===== config.mk =====
export PLATFORM = sky130hd
export DESIGN_NAME = substring_search_first_match
export DESIGN_NICKNAME = d
export VERILOG_FILES = /design/src/sv/ssfm_pkg.sv /design/src/sv/ssfm_cfg.sv /design/src/sv/ssfm_match.sv /design/src/sv/substring_search_first_match.sv
export SDC_FILE = /design/constraint.sdc
export NUM_CORES = 1
export LEC_CHECK = 0
export ABC_AREA = 1
export ABC_CLOCK_PERIOD_IN_PS = 12400
export BUFFER_PORTS_ARGS = -buffer_cell sky130_fd_sc_hd__buf_2
export CAP_MARGIN = 15
export CORE_UTILIZATION = 41
export DETAILED_ROUTE_END_ITERATION = 10
export GPL_ROUTABILITY_DRIVEN = 0
export GPL_TIMING_DRIVEN = 0
export PLACE_DENSITY = 0.53
export SLEW_MARGIN = 30
export SYNTH_ARGS = -nofsm -noshare
export SYNTH_HDL_FRONTEND = slang
export SYNTH_SLANG_ARGS = --single-unit

===== constraint.sdc =====
create_clock -name clk_i -period 12.4 [get_ports clk_i]
set_input_delay 1.86 -clock clk_i [delete_from_list [all_inputs] [get_ports clk_i]]
set_output_delay 1.86 -clock clk_i [all_outputs]
set_load 0.05 [all_outputs]

===== src/sv/ssfm_pkg.sv =====
// Shared types, constants and helpers for the first-match substring search block.
// Used by every module of the block; no dependencies.
package ssfm_pkg;

  localparam int NEEDLE_MAX_DEF   = 16;
  localparam int HAYSTACK_MAX_DEF = 65536;

  // the needle registers hold at most this many bytes
  localparam int REG_BYTES = 16;
  localparam int LEN_W     = 5;
  localparam int OFFSET_W  = 16;
  localparam int CFG_W     = 64;
  localparam int CFG_IDX_W = 2;

  localparam logic [7:0] CHAR_UPPER_A = 8'h41;
  localparam logic [7:0] CHAR_UPPER_Z = 8'h5A;
  localparam logic [7:0] CASE_GAP     = 8'd32;

  typedef enum logic [CFG_IDX_W-1:0] {
    CFG_NEEDLE_LO = 2'd0,
    CFG_NEEDLE_HI = 2'd1,
    CFG_NEEDLE_LEN = 2'd2,
    CFG_MATCH_MODE = 2'd3
  } cfg_reg_e;

  typedef struct packed {
    logic [7:0] hay_byte;
    logic       last_byte;
  } in_item_t;

  typedef struct packed {
    logic                found;
    logic [OFFSET_W-1:0] match_offset;
  } out_item_t;

  // configuration as seen by the compare logic
  typedef struct packed {
    logic [REG_BYTES-1:0][7:0] needle;
    logic [LEN_W-1:0]          len;
    logic                      nocase;
  } cfg_t;

  function automatic logic [7:0] fold_case(input logic [7:0] c, input logic nocase);
    logic [7:0] r;
    r = c;
    if (nocase && c >= CHAR_UPPER_A && c <= CHAR_UPPER_Z) begin
      r = c + CASE_GAP;
    end
    return r;
  endfunction

endpackage


===== src/sv/ssfm_cfg.sv =====
// Configuration registers of the substring search: needle bytes, length and mode.
// Depends on ssfm_pkg; the length is clamped to the window depth here.
module ssfm_cfg #(
  parameter int NEEDLE_MAX = ssfm_pkg::NEEDLE_MAX_DEF
) (
  input  logic                           clk_i,
  input  logic                           rst_ni,
  input  logic                           cfg_we_i,
  input  logic [ssfm_pkg::CFG_IDX_W-1:0] cfg_idx_i,
  input  logic [ssfm_pkg::CFG_W-1:0]     cfg_wdata_i,
  output ssfm_pkg::cfg_t                 cfg_o
);

  localparam int WinDepth = (NEEDLE_MAX < ssfm_pkg::REG_BYTES) ? NEEDLE_MAX
                                                               : ssfm_pkg::REG_BYTES;
  localparam logic [ssfm_pkg::LEN_W-1:0] LenMax = ssfm_pkg::LEN_W'(WinDepth);

  logic [ssfm_pkg::CFG_W-1:0] needle_lo_q, needle_hi_q;
  logic [ssfm_pkg::LEN_W-1:0] len_q;
  logic                       mode_q;

  always_ff @(posedge clk_i or negedge rst_ni) begin
    if (!rst_ni) begin
      needle_lo_q <= '0;
      needle_hi_q <= '0;
      len_q       <= ssfm_pkg::LEN_W'(1);
      mode_q      <= 1'b0;
    end else if (cfg_we_i) begin
      unique case (ssfm_pkg::cfg_reg_e'(cfg_idx_i))
        ssfm_pkg::CFG_NEEDLE_LO:  needle_lo_q <= cfg_wdata_i;
        ssfm_pkg::CFG_NEEDLE_HI:  needle_hi_q <= cfg_wdata_i;
        ssfm_pkg::CFG_NEEDLE_LEN: len_q       <= cfg_wdata_i[ssfm_pkg::LEN_W-1:0];
        ssfm_pkg::CFG_MATCH_MODE: mode_q      <= cfg_wdata_i[0];
        default: ;
      endcase
    end
  end

  always_comb begin
    cfg_o.needle = {needle_hi_q, needle_lo_q};
    cfg_o.len    = (len_q > LenMax) ? LenMax : len_q;
    cfg_o.nocase = mode_q;
  end

endmodule


===== src/sv/ssfm_match.sv =====
// Parallel compare of the shifted byte window against the right-aligned needle.
// Depends on ssfm_pkg for the config struct and the case folding helper.
module ssfm_match #(
  parameter int NEEDLE_MAX = ssfm_pkg::NEEDLE_MAX_DEF
) (
  input  logic [((NEEDLE_MAX < ssfm_pkg::REG_BYTES) ? NEEDLE_MAX
                                                    : ssfm_pkg::REG_BYTES)-1:0][7:0] win_i,
  input  ssfm_pkg::cfg_t cfg_i,
  output logic           same_o
);

  localparam int WinDepth = (NEEDLE_MAX < ssfm_pkg::REG_BYTES) ? NEEDLE_MAX
                                                               : ssfm_pkg::REG_BYTES;

  logic [WinDepth-1:0] eq;

  // window entry 0 is the newest byte and lines up with the last needle byte
  always_comb begin
    for (int k = 0; k < WinDepth; k++) begin
      logic [ssfm_pkg::LEN_W-1:0] nidx;
      logic [ssfm_pkg::LEN_W-1:0] kk;
      kk   = ssfm_pkg::LEN_W'(k);
      nidx = cfg_i.len - ssfm_pkg::LEN_W'(1) - kk;
      if (kk >= cfg_i.len) begin
        eq[k] = 1'b1;
      end else begin
        eq[k] = ssfm_pkg::fold_case(win_i[k], cfg_i.nocase) ==
                ssfm_pkg::fold_case(cfg_i.needle[nidx[3:0]], cfg_i.nocase);
      end
    end
  end

  assign same_o = &eq;

endmodule


===== src/sv/substring_search_first_match.sv =====
// Top level of the first-match substring search: input register, window, counter, result.
// Depends on ssfm_pkg, ssfm_cfg and ssfm_match.
//
//   channel   direction  payload      handshake
//   in        input      in_item_t    in_valid_i / in_stall_o
//   out       output     out_item_t   out_valid_o / out_stall_i
//   cfg       input      64-bit data  cfg_we_i, cfg_idx_i
//
// One byte per cycle sustained while the output is not stalled; a byte goes from the input
// register through the window compare into the result register.
// The window compare and the reported flag are updated in one step, so the byte
// rate is set by that single compare stage.
// Reset clears the counter, flags and configuration; the window needs no clearing.
// An output stall holds the result and backs up into the input register.
module substring_search_first_match #(
  parameter int NEEDLE_MAX   = ssfm_pkg::NEEDLE_MAX_DEF,
  parameter int HAYSTACK_MAX = ssfm_pkg::HAYSTACK_MAX_DEF
) (
  input  logic                           clk_i,
  input  logic                           rst_ni,
  input  logic                           in_valid_i,
  output logic                           in_stall_o,
  input  ssfm_pkg::in_item_t             in_data_i,
  output logic                           out_valid_o,
  input  logic                           out_stall_i,
  output ssfm_pkg::out_item_t            out_data_o,
  input  logic                           cfg_we_i,
  input  logic [ssfm_pkg::CFG_IDX_W-1:0] cfg_idx_i,
  input  logic [ssfm_pkg::CFG_W-1:0]     cfg_wdata_i
);

  localparam int WinDepth = (NEEDLE_MAX < ssfm_pkg::REG_BYTES) ? NEEDLE_MAX
                                                               : ssfm_pkg::REG_BYTES;
  localparam int CntW     = $clog2(HAYSTACK_MAX + 1);
  localparam int StartW   = (CntW + 1 > ssfm_pkg::OFFSET_W + 1) ? CntW + 1
                                                                 : ssfm_pkg::OFFSET_W + 1;
  localparam logic [CntW-1:0] CntMax = CntW'(HAYSTACK_MAX);

  ssfm_pkg::cfg_t cfg;

  ssfm_cfg #(
    .NEEDLE_MAX (NEEDLE_MAX)
  ) u_cfg (
    .clk_i       (clk_i),
    .rst_ni      (rst_ni),
    .cfg_we_i    (cfg_we_i),
    .cfg_idx_i   (cfg_idx_i),
    .cfg_wdata_i (cfg_wdata_i),
    .cfg_o       (cfg)
  );

  // input register
  logic               in_valid_q;
  ssfm_pkg::in_item_t in_item_q;
  // stream state
  logic [WinDepth-1:0][7:0] win_q, win_d;
  logic [CntW-1:0]          cnt_q, cnt_d;
  logic                     reported_q, reported_d;
  // result register
  logic                out_valid_q, out_valid_d;
  ssfm_pkg::out_item_t out_item_q, out_item_d;

  logic out_free, advance, same, hit, in_range;
  logic [StartW-1:0] index_ext, len_ext, start;

  assign out_free   = !out_valid_q || !out_stall_i;
  assign advance    = in_valid_q && out_free;
  assign in_stall_o = in_valid_q && !out_free;

  assign win_d = {win_q[WinDepth-2:0], in_item_q.hay_byte};

  ssfm_match #(
    .NEEDLE_MAX (NEEDLE_MAX)
  ) u_match (
    .win_i  (win_d),
    .cfg_i  (cfg),
    .same_o (same)
  );

  assign index_ext = StartW'(cnt_q) + StartW'(1);
  assign len_ext   = StartW'(cfg.len);
  assign start     = index_ext - len_ext;
  assign in_range  = (cnt_q != CntMax) && (index_ext >= len_ext);

  always_comb begin
    if (cfg.len == '0) begin
      hit = 1'b1;
    end else begin
      hit = in_range && same && (start[StartW-1:ssfm_pkg::OFFSET_W] == '0);
    end
  end

  always_comb begin
    cnt_d       = cnt_q;
    reported_d  = reported_q;
    out_valid_d = out_valid_q && out_stall_i;
    out_item_d  = out_item_q;
    if (advance) begin
      if (reported_q) begin
        // bytes after a report are dropped until the last one
        if (in_item_q.last_byte) begin
          cnt_d      = '0;
          reported_d = 1'b0;
        end
      end else begin
        if (cnt_q != CntMax) begin
          cnt_d = cnt_q + CntW'(1);
        end
        if (hit) begin
          out_valid_d             = 1'b1;
          out_item_d.found        = 1'b1;
          out_item_d.match_offset = (cfg.len == '0) ? '0 : start[ssfm_pkg::OFFSET_W-1:0];
          reported_d              = !in_item_q.last_byte;
        end else if (in_item_q.last_byte) begin
          out_valid_d             = 1'b1;
          out_item_d.found        = 1'b0;
          out_item_d.match_offset = '0;
        end
        if (in_item_q.last_byte) begin
          cnt_d = '0;
        end
      end
    end
  end

  always_ff @(posedge clk_i or negedge rst_ni) begin
    if (!rst_ni) begin
      in_valid_q  <= 1'b0;
      cnt_q       <= '0;
      reported_q  <= 1'b0;
      out_valid_q <= 1'b0;
    end else begin
      if (!in_stall_o) begin
        in_valid_q <= in_valid_i;
      end
      cnt_q       <= cnt_d;
      reported_q  <= reported_d;
      out_valid_q <= out_valid_d;
    end
  end

  // payload registers
  always_ff @(posedge clk_i) begin
    if (in_valid_i && !in_stall_o) begin
      in_item_q <= in_data_i;
    end
    if (advance && !reported_q) begin
      win_q <= win_d;
    end
    out_item_q <= out_item_d;
  end

  assign out_valid_o = out_valid_q;
  assign out_data_o  = out_item_q;

endmodule

== Word level (Yosys, flattened, before mapping) ==
Index checks and enable logic that the tools add are counted.
Word-level totals
  word-level logic and storage cells: 416
  register bits after elaboration: 300
  output and inout bits: 19
Operators by class
  mux-type cells: 127
  add/subtract/negate cells: 51
  bitwise gates (word level): 1
  reduce and logical (&&, ||, !) cells: 91
  equal/unequal tests: 21
  magnitude comparators: 98
Operator list (number)
  $mux W8: 80
  $bmux W8 S4: 16
  $add A8 B6 Y8 const B: 32
  $ge A8 B7 Y1 const B: 32
  $le A8 B7 Y1 const B: 32
  $eq A8 B8 Y1: 16
  $lt A4 B5 Y1 const B: 16
  $logic_and A1 B1 Y1: 72
  $mux W17: 4
  $ge A4 B5 Y1 const A: 8
  $mux W16: 2
  $sub A4 B4 Y4 const B: 8
  $mux W1: 24
  $ge A3 B5 Y1 const A: 4
  $add A17 B1 Y18 const B: 1
  $ge A18 B5 Y1: 1
  $sub A18 B5 Y18: 1
  $add A17 B1 Y17 const B: 1
  $ne A17 B17 Y1 const B: 1
  $reduce_and A16 Y1: 1
  $sub A4 B3 Y4 const B: 4
  $ge A1 B5 Y1 const A: 2
  $ge A2 B5 Y1 const A: 2
  $reduce_and A2 Y1: 4
  other kinds (14): 25

== Depth between registers and ports, before layout ==
Gate-level depths: netlist of run 1.
  word-level depth: 20
  mapped depth: 36
  mapped depth without buffers: 31

== Hierarchy ==
From an unflattened synthesis of run 1, not the netlist that was laid out.
Unflattened totals
  cells, all modules: 4004
  area, all modules: 25032.8 um^2
Modules (own cells, without submodules)
  ssfm_match: times used 1, cells an instance 2968, area each 13339.0 um^2
  substring_search_first_match: times used 1, cells an instance 451, area each 6357.3 um^2
  ssfm_cfg: times used 1, cells an instance 585, area each 5336.4 um^2

== Worst setup path before layout of run 1 ==
No wires, ideal clock.
  path kind: in2reg
  start: in out_stall_i
  end: reg out_item_q (netlist bit out_data_o[0]), enable pin
  cell stages on the path: 5
  path slack: 446 ps
  data arrival time: 11576 ps
  cells stage by stage: nand2_1 > inv_1 > nor3_1 > o21ai_1 > inv_1
Between the ends
  word-level cells in the longest chain between the ends: 4
Ends and longest elaborated chain
  from (decl): line substring_search_first_match.sv:25  | input logic out_stall_i,
  $logic_not A1 Y1: line substring_search_first_match.sv:66  | assign out_free = !out_valid_q || !out_stall_i;
  $logic_or A1 B1 Y1: line substring_search_first_match.sv:66
  $logic_and A1 B1 Y1: line substring_search_first_match.sv:67  | assign advance = in_valid_q && out_free;
  $reduce_and A3 Y1 (no line)
  to (signal assigned): line substring_search_first_match.sv:150  | out_item_q <= out_item_d;
  to (decl): line substring_search_first_match.sv:61  | ssfm_pkg::out_item_t out_item_q, out_item_d;
No other way between the ends.
A chain may end at the register's enable or synchronous reset.

== Final worst setup path of run 1 ==
  start: reg u_cfg.len_q[1] (netlist name)
  end: reg out_item_q (netlist bit out_data_o[0]), enable pin
Between the ends
  word-level cells in the longest chain between the ends: 19
  elaborated cells between the ends (all ways): 221
  those cells by class: 33 x add/sub; 50 x order compare; 16 x eq/ne; 82 x mux; 40 x reduce/logical
Ends and longest elaborated chain
  from (decl): line ssfm_cfg.sv:19  | logic [ssfm_pkg::LEN_W-1:0] len_q;
  from (signal assigned): line ssfm_cfg.sv:26  | len_q <= ssfm_pkg::LEN_W'(1);
  from (signal assigned): line ssfm_cfg.sv:32  | ssfm_pkg::CFG_NEEDLE_LEN: len_q <= cfg_wdata_i[ssfm_pkg::LEN_W-1:0];
  $gt A5 B5 Y1: line ssfm_cfg.sv:41  | cfg_o.len = (len_q > LenMax) ? LenMax : len_q;
  $mux W5 *: line ssfm_cfg.sv:41
  $sub A4 B1 Y4: line ssfm_match.sv:23  | nidx = cfg_i.len - ssfm_pkg::LEN_W'(1) - kk;
  $sub A4 B1 Y4, or another cell as far along: line ssfm_match.sv:23
  $bmux W8 S4: line ssfm_match.sv:28  | ssfm_pkg::fold_case(cfg_i.needle[nidx[3:0]], cfg_i.nocase);
  $mux W8 (implied by the code): line ssfm_match.sv:28
  $ge A8 B7 Y1: line ssfm_pkg.sv:46  | if (nocase && c >= CHAR_UPPER_A && c <= CHAR_UPPER_Z) begin
  $logic_and A1 B1 Y1 (2 in a row): line ssfm_pkg.sv:46
  [... 2 more ...]
  $eq A8 B8 Y1: line ssfm_match.sv:27  | eq[k] = ssfm_pkg::fold_case(win_i[k], cfg_i.nocase) ==
  $mux W1: line ssfm_match.sv:24  | if (kk >= cfg_i.len) begin
  $reduce_and A16 Y1: line ssfm_match.sv:33  | assign same_o = &eq;
  $logic_and A1 B1 Y1 (2 in a row): line substring_search_first_match.sv:89  | hit = in_range && same && (start[StartW-1:ssfm_pkg::OFFSET_W] == '0);
  $mux W1 *: line substring_search_first_match.sv:86  | if (cfg.len == '0) begin
  via hit: line substring_search_first_match.sv:63  | logic out_free, advance, same, hit, in_range;
  $reduce_bool A2 Y1 (no line) *
  $reduce_and A3 Y1 (no line) *
Mark *: on every way through the listed nets, which the timed path passes. The rest lies on a longest branch. The select of a mux whose other input is x is not followed.

==> impl_metrics.yaml, run 1 <==
power:
  cell_pwr_density_nw_per_um2: 245
  total_leakage_power_nw: 13.8
  vdd_drop_max_mv: 0.118
placement:
  place_inst: 4652
  port_buffers: 98
  detailed_place_hpwl_um: 86500
  dp_worst_setup_slack_ps: 5230
synth:
  muxShareOfSynthArea_pct: 0.0411
  netlist_instances: 3773
  yosys_warnings: 0
  area_of_the_mapped_netlist_sq_um: 24400
  yosys.area_share.simple_pct: 42.8
  post-synth-top-area-fraction_pct: 22.5
  synth_enable_flop_cells: 146
  register_bit_count_reported_by_yosys: 300
  synth-compound-area-share_pct: 7.85
  synth_fp_nets: 3909
  synth-seq-area-share_pct: 33.8
  netlist_top_cells_area: "nand2_1, edfxtp_1, dfrtp_1"
  synthAdderAreaFrac_pct: 2.91
  xor_xnor_fraction_of_synth_area_pct: 2.81
  syn-mean-instance-area_sq_um: 6.46
  async_reset_ff_share_pct: 51.3
  largest_family_of_logic_cells_by_synthesized_area: "simple AND/OR/NAND/NOR gates"
  leading_register_cell_type_out_of_synthesis: "dfrtp_1"
  netlist_top_cells_count: "nand2_1, nand3_1, inv_1"
  synthMostInstantiatedCell: "nand2_1"
  synth.distinct_cells: 51
  synth.largest_area_cell: "nand2_1"
clock_network:
  clk_latency_ps: 580
  cts_buffers: 36
  cts_tree: "built"
  clk_pin_slew_worst_paths_ps: 60
  cts_hold_repair.buffers: 0
  cts.sink_count: 300
  htree_num_levels: 2
  post_cts_buffers: 0
  clk_path_buf_depth: 3
  post_cts_resized: 0
  cts_root_buf: "clkbuf_16"
timing:
  max_clock_freq_mhz: 136
  worst_slew_margin_rel_pct: 17.2
  skew_ps: 17.4
  slew_violations: 0
  final-hold-violation-count: 0
  timing.final.ws_setup_ps: 5020
  fin_crit_sh_pct: 59.5
  timing.final.crit_period_ps: 7380
  setup_repair_after_global_routing_missed_its_margin: "no"
  totalNegativeSetupSlack_ps: 0
  finalSetupViolCount: 0
  measured_slew_at_the_worst_slew_check_pin_ps: 1230
final_layout:
  final-instance-count-excl-fill: 4712
  area_growth_pct: 11.6
  ff_latch_area_sq_um: 8240
  drive_above_1_share_pct: 8.46
  num-fill-cells: 6207
  multi_input_area_sq_um: 13800
  finalNetCount: 4061
  num_antenna_cells: 0
setup_path:
  worst_setup_path_start_kind: "flip-flop"
  cp_common_cell: "nand3_1"
  worstPathMaxFanout: 17
  critPathMaxStageDelay_ps: 560
  critPathRequiredTime_ps: 12610
  timing.critical_path.slowest_stage_cell: "inv_1"
  worst_setup_path_end_kind: "flip-flop"
  worst_path_class_setup: "flip-flop to flip-flop"
  worstPathArrival_ps: 7590
floorplanning:
  floorplan.initialDensity_pct: 41.8
  core_region_area_sq_um: 58200
  die_width_um: 246
  floorplan.die_area_sq_um: 60400
  die_h_um: 246
  floorplan.rows: 88
  top_level_ports: 99
global_route:
  vias_in_the_first_global_route: 24000
  initial_antenna_violation_count: 2
  grt_pass1_wl_um: 155000
  grt_remaining_overflow: 0
  groute.usage.overall_pct: 35.1
  grt_start_max_net_pins: 84
routing:
  routedWlPerCell_um: 22.5
  drt.antenna.violating_nets: 0
  detail_route.first_pass.iterations: 6
  vias: 26100
  wirelength_um: 106000
  drt_first_iter_violations: 3264
  detail_route.vias_per_cell: 5.53
  post-route-drc-count: 0
hold_path:
  timing.hold.worst.class: "flip-flop to flip-flop"
job:
  maxCapViolCount: 0
status:
  status: "finished, final reports clean"
[layout by cell type, fill, tap and decap left out, drive strengths merged, types with 55 or more instances in the layout]
master | netlist | layout
nand2 | 1483 | 1483
nand3 | 572 | 572
inv | 416 | 418
o21ai | 256 | 256
nor2 | 200 | 200
buf | 84 | 198
dfrtp | 153 | 153
edfxtp | 146 | 146
clkbuf | 68 | 116
xor2 | 63 | 63
nand4 | 58 | 58
ha | 55 | 55
[worst max-delay path: cells and delay by family (launching register included)]
| family | cells | cell delay (ps) |
|---|---|---|
| flops | 1 | 500 |
| fa+ha+maj | 2 | 570 |
| simple gates | 17 | 2470 |
| compound gates | 3 | 670 |
| buf+inv | 9 | 2740 |
[layout make-up]
class / instances / share of cell area (%)
tap: 765 / 3.52
sequential: 300 / 30.3
clock inverter: 12 / 0.709
timing repair buffer: 114 / 2.40
multi-input combinational: 2899 / 50.6
clock buffer: 48 / 3.75
inverter: 422 / 5.84
buffer: 152 / 2.90
[worst paths after layout]
kind	start	end	slack [ps]	cells past startpoint
max reg2reg	u_cfg.len_q[1]$_DFFE_PN0P_	out_data_o[0]$_SDFFCE_PP0P_	5020	31
max	u_cfg.len_q[1]$_DFFE_PN0P_	out_data_o[0]$_SDFFCE_PP0P_	5020	31
min	win_d[31]$_DFFE_PP_	win_d[39]$_DFFE_PP_	480	0
min reg2reg	win_d[31]$_DFFE_PP_	win_d[39]$_DFFE_PP_	480	0
min in group asynchronous	rst_ni	u_cfg.needle_hi_q[26]$_DFFE_PN0P_	1240	1
max in group asynchronous	rst_ni	cnt_q[11]$_DFFE_PN0P_	10340	2
[state kept, by name (all words and copies together) (netlist names)]
register,count
u_cfg.len_q,5
cnt_q,17
in_valid_q,1
u_cfg.needle_hi_q,64
u_cfg.needle_lo_q,64
win_d,120
u_cfg.mode_q,1
reported_q,1
out_valid_o,1
in_item_q,9
out_data_o,17
[cell families after synthesis]
| kind of cell | after synthesis |
|---|---|
| simple gates | 2416 |
| buf+inv | 574 |
| xor+xnor | 76 |
| flops | 300 |
| mux | 1 |
| fa+ha+maj | 56 |
| compound gates | 350 |
[power by group]
part	internal (mW)	switching (mW)	total, mW
combinational	1.14	2.78	3.92
sequential	1.34	0.306	1.64
clock	0.646	0.445	1.09
total	3.12	3.53	6.65
[per-layer routing]
metal,vias to the layer above,wire length [um],GRT usage (%)
li1,12500,-,-
met1,11900,44400,46.8
met2,1327,43900,51.9
met3,259,11000,8.77
met4,0,6570,19.0
met5,-,0,0
[per-stage QoR]
stage,instance area [sq um],power [mW],hold slack (ps),utilization [%]
5_1_grt,27200,7.12,495,46.7
3_3_place_gp,25800,5.44,464,44.3
6_report,27200,6.65,479,46.7
4_1_cts,27200,6.53,477,46.7
2_1_floorplan,24400,4.17,444,-
3_5_place_dp,26000,5.42,466,44.6
Note: power is estimated with default switching activity, not from simulation.
==> inputs of run 2 (changes only) <==
--- a/config.mk
+++ b/config.mk
@@ -5,15 +5,15 @@
 export SDC_FILE = /design/constraint.sdc
 export NUM_CORES = 1
 export LEC_CHECK = 0
-export ABC_AREA = 1
-export ABC_CLOCK_PERIOD_IN_PS = 12400
+export ABC_AREA = 0
+export ABC_CLOCK_PERIOD_IN_PS = 6300
 export BUFFER_PORTS_ARGS = -buffer_cell sky130_fd_sc_hd__buf_2
 export CAP_MARGIN = 15
 export CORE_UTILIZATION = 41
 export DETAILED_ROUTE_END_ITERATION = 10
 export GPL_ROUTABILITY_DRIVEN = 0
 export GPL_TIMING_DRIVEN = 0
-export PLACE_DENSITY = 0.53
+export PLACE_DENSITY = 0.55
 export SLEW_MARGIN = 30
 export SYNTH_ARGS = -nofsm -noshare
 export SYNTH_HDL_FRONTEND = slang
==> constraint.sdc (replaced) <==
create_clock -name clk_i -period 6.3 [get_ports clk_i]
set_input_delay 0.945 -clock clk_i [delete_from_list [all_inputs] [get_ports clk_i]]
set_output_delay 0.945 -clock clk_i [all_outputs]
set_load 0.05 [all_outputs]
==> impl_metrics.yaml, run 2 <==
power:
  clock_power_share_pct: 12.7
  p_comb_share_pct: 66.4
  switching_power_mw: 8.05
  total_leakage_power_nw: 11.6
  cell_pwr_density_nw_per_um2: 531
  vdd_drop_max_mv: 0.259
  switching_share_pct: 50.6
  power.share.sequential_pct: 20.8
  cellInternalPower_mw: 7.85
timing:
  skew_ps: 9.98
  finalSetupViolCount: 0
  measured_slew_at_the_worst_slew_check_pin_ps: 1150
  final-hold-violation-count: 0
  slew_violations: 0
  max_clock_freq_mhz: 159
  fin_crit_sh_pct: 99.8
  timing.final.crit_period_ps: 6290
  totalNegativeSetupSlack_ps: 0
  worst_slew_margin_rel_pct: 22.6
final_layout:
  multi_input_area_sq_um: 17100
  drive_above_1_share_pct: 26.9
  ff_latch_area_sq_um: 8240
  finalNetCount: 2883
  layout.cells.most_common: "mux2i_1"
  largest_reg_flops: 120
  num_antenna_cells: 0
  area_growth_pct: 16.8
  mostFrequentLayoutCells: "mux2i_1, mux2_2, nand2_1, nor2_1, dfrtp_1"
  final-instance-count-excl-fill: 3609
  num-fill-cells: 5836
floorplanning:
  core_region_area_sq_um: 61700
  top_level_ports: 99
  floorplan.initialDensity_pct: 41.5
  die_h_um: 252
  floorplan.rows: 91
  floorplan.die_area_sq_um: 63500
  die_width_um: 252
routing:
  routedWlPerCell_um: 32.1
  wirelength_um: 116000
  detail_route.first_pass.iterations: 7
  drt.antenna.violating_nets: 0
  post-route-drc-count: 0
  vias: 24800
  detail_route.vias_per_cell: 6.86
  drt_first_iter_violations: 3527
synth:
  register_bit_count_reported_by_yosys: 300
  syn-mean-instance-area_sq_um: 10.1
  synth.largest_area_cell: "edfxtp_1"
  netlist_top_cells_count: "mux2i_1, mux2_2, nand2_1"
  netlist_instances: 2549
  synth_enable_flop_cells: 146
  synthMostInstantiatedCell: "mux2i_1"
  post-synth-top-area-fraction_pct: 17.1
  synth-seq-area-share_pct: 32.2
  synth_fp_nets: 2685
  leading_register_cell_type_out_of_synthesis: "dfrtp_1"
  area_of_the_mapped_netlist_sq_um: 25600
  async_reset_ff_share_pct: 51.3
  netlist_top_cells_area: "edfxtp_1, dfrtp_1, mux2i_1"
  yosys_warnings: 0
  synth.distinct_cells: 104
setup_path:
  timing.critical_path.slowest_stage_cell: "dfrtp_1"
  worstPathArrival_ps: 6560
  cp_common_cell: "clkbuf_2"
  worstPathMaxFanout: 12
  critPathRequiredTime_ps: 6570
  critPathMaxStageDelay_ps: 650
  worst_path_class_setup: "flip-flop to flip-flop"
  worst_setup_path_end_kind: "flip-flop"
  timing.critical_path.cells: "nand2b_2, clkbuf_2, clkbuf_2, ha_1, clkbuf_1, clkbuf_1, clkbuf_2, mux2i_1, ha_1, o41ai_1, xnor2_1, a32o_1, o311ai_2, nor4_4, buf_6, nand3_4, a21oi_4, buf_12, clkbuf_16"
  worst_setup_path_start_kind: "flip-flop"
placement:
  place_inst: 3488
  detailed_place_hpwl_um: 88800
  port_buffers: 98
clock_network:
  cts_buffers: 34
  clk_pin_slew_worst_paths_ps: 60
  cts.sink_count: 300
  htree_num_levels: 2
  cts_tree: "built"
  cts_root_buf: "clkbuf_16"
  clk_path_buf_depth: 3
  cts_hold_repair.buffers: 0
  clk_latency_ps: 560
global_route:
  grt_start_max_net_pins: 94
  grt_remaining_overflow: 0
  vias_in_the_first_global_route: 23400
  initial_antenna_violation_count: 3
  grt_pass1_wl_um: 165000
  groute.usage.overall_pct: 35.8
job:
  maxCapViolCount: 0
status:
  status: "finished, final reports clean"
hold_path:
  timing.hold.worst.class: "primary input to asynchronous set/reset pin"
==> run 2: cell count changes in the layout (fill, tap and decap cells not counted), moves of 143 or more <==
cell,change
nand2_1,-1286
inv_1,-360
mux2i_1,+248
o21ai_0,-143
nand3_1,-510
mux2_2,+182
==> run 2: metrics by stage <==
stage	setup WS [ps]	util, %	instance area [sq um]	total power, mW	hold WS, ps
5_1_grt	-35.7	48.5	29900	16.4	337
2_1_floorplan	20.8	-	25700	9.25	424
3_5_place_dp	-2650	44.3	27300	12.3	438
4_1_cts	5.16	47.5	29300	14.9	328
3_3_place_gp	-2880	44.1	27200	12.1	442
6_report	13.7	48.5	29900	15.9	310
==> run 2: critical path, delay by kind of cell (launching register included) <==
kind,cells,cell delay (ps)
AO/OA/AOI/OAI,4,1070
XOR/XNOR,1,170
adder cells (fa/ha/maj),2,690
buffers and inverters,8,2450
flip-flops,1,650
multiplexers,1,400
AND/OR/NAND/NOR,3,530
==> run 2: per-layer routing <==
metal	up-vias	track usage (%)	wire [um]
met4	6	26.0	10200
met5	-	0	77
met3	561	13.6	15600
met1	12100	44.7	43000
li1	10300	-	-
met2	1874	50.2	47000
==> run 2: what timing repair did <==
item	4_1_cts	5_1_grt
pin swaps	18	21
gates cloned	1	2
setup buffers	26	37
endpoints found under the setup margin	36	36
gates resized for setup	156	83
==> run 2: worst paths after layout <==
| check | startpoint | end | slack, ps | cells past startpoint |
|---|---|---|---|---|
| worst max-delay path | u_cfg.len_q[3]$_DFFE_PN0P_ | out_data_o[11]$_SDFFCE_PP0P_ | 10 | 19 |
| worst min-delay path | rst_ni | cnt_q[7]$_DFFE_PN0P_ | 310 | 1 |
| worst max register to register | u_cfg.len_q[3]$_DFFE_PN0P_ | out_data_o[11]$_SDFFCE_PP0P_ | 10 | 19 |
| worst min register to register | win_d[90]$_DFFE_PP_ | win_d[98]$_DFFE_PP_ | 450 | 0 |
| max in group asynchronous | rst_ni | u_cfg.len_q[2]$_DFFE_PN0P_ | 5040 | 2 |
| min in group clk_i | win_d[90]$_DFFE_PP_ | win_d[98]$_DFFE_PP_ | 450 | 0 |
==> run 2: power by group through the flow <==
| stage | Sequential, mW | Clock (mW) | Combinational (mW) |
|---|---|---|---|
| 6_report | 3.31 | 2.02 | 10.6 |
| 5_1_grt | 3.32 | 2.13 | 10.9 |
| 4_1_cts | 3.25 | 2.06 | 9.61 |
| 3_5_place_dp | 3.28 | 0 | 9.03 |
| 3_3_place_gp | 3.29 | 0 | 8.77 |
| 2_1_floorplan | 3.00 | 0 | 6.25 |
==> run 2: final cells by class <==
cell class	count	share of cell area, %
well taps	837	3.50
inverters	52	0.748
clock inverters	17	0.602
multi-input cells	2023	57.0
flip-flops and latches	300	27.5
repair buffers	170	3.96
plain buffers	166	3.52
clock buffers	44	3.13
==> run 2: logic make-up after synthesis <==
logic type,synth area share (%)
DFF,32.2
adders and majority gates,2.76
buffers and inverters,3.97
AOI/OAI and AO/OA,15.4
muxes,26.3
and+or+nand+nor,13.8
xor gates and xnor gates,5.54
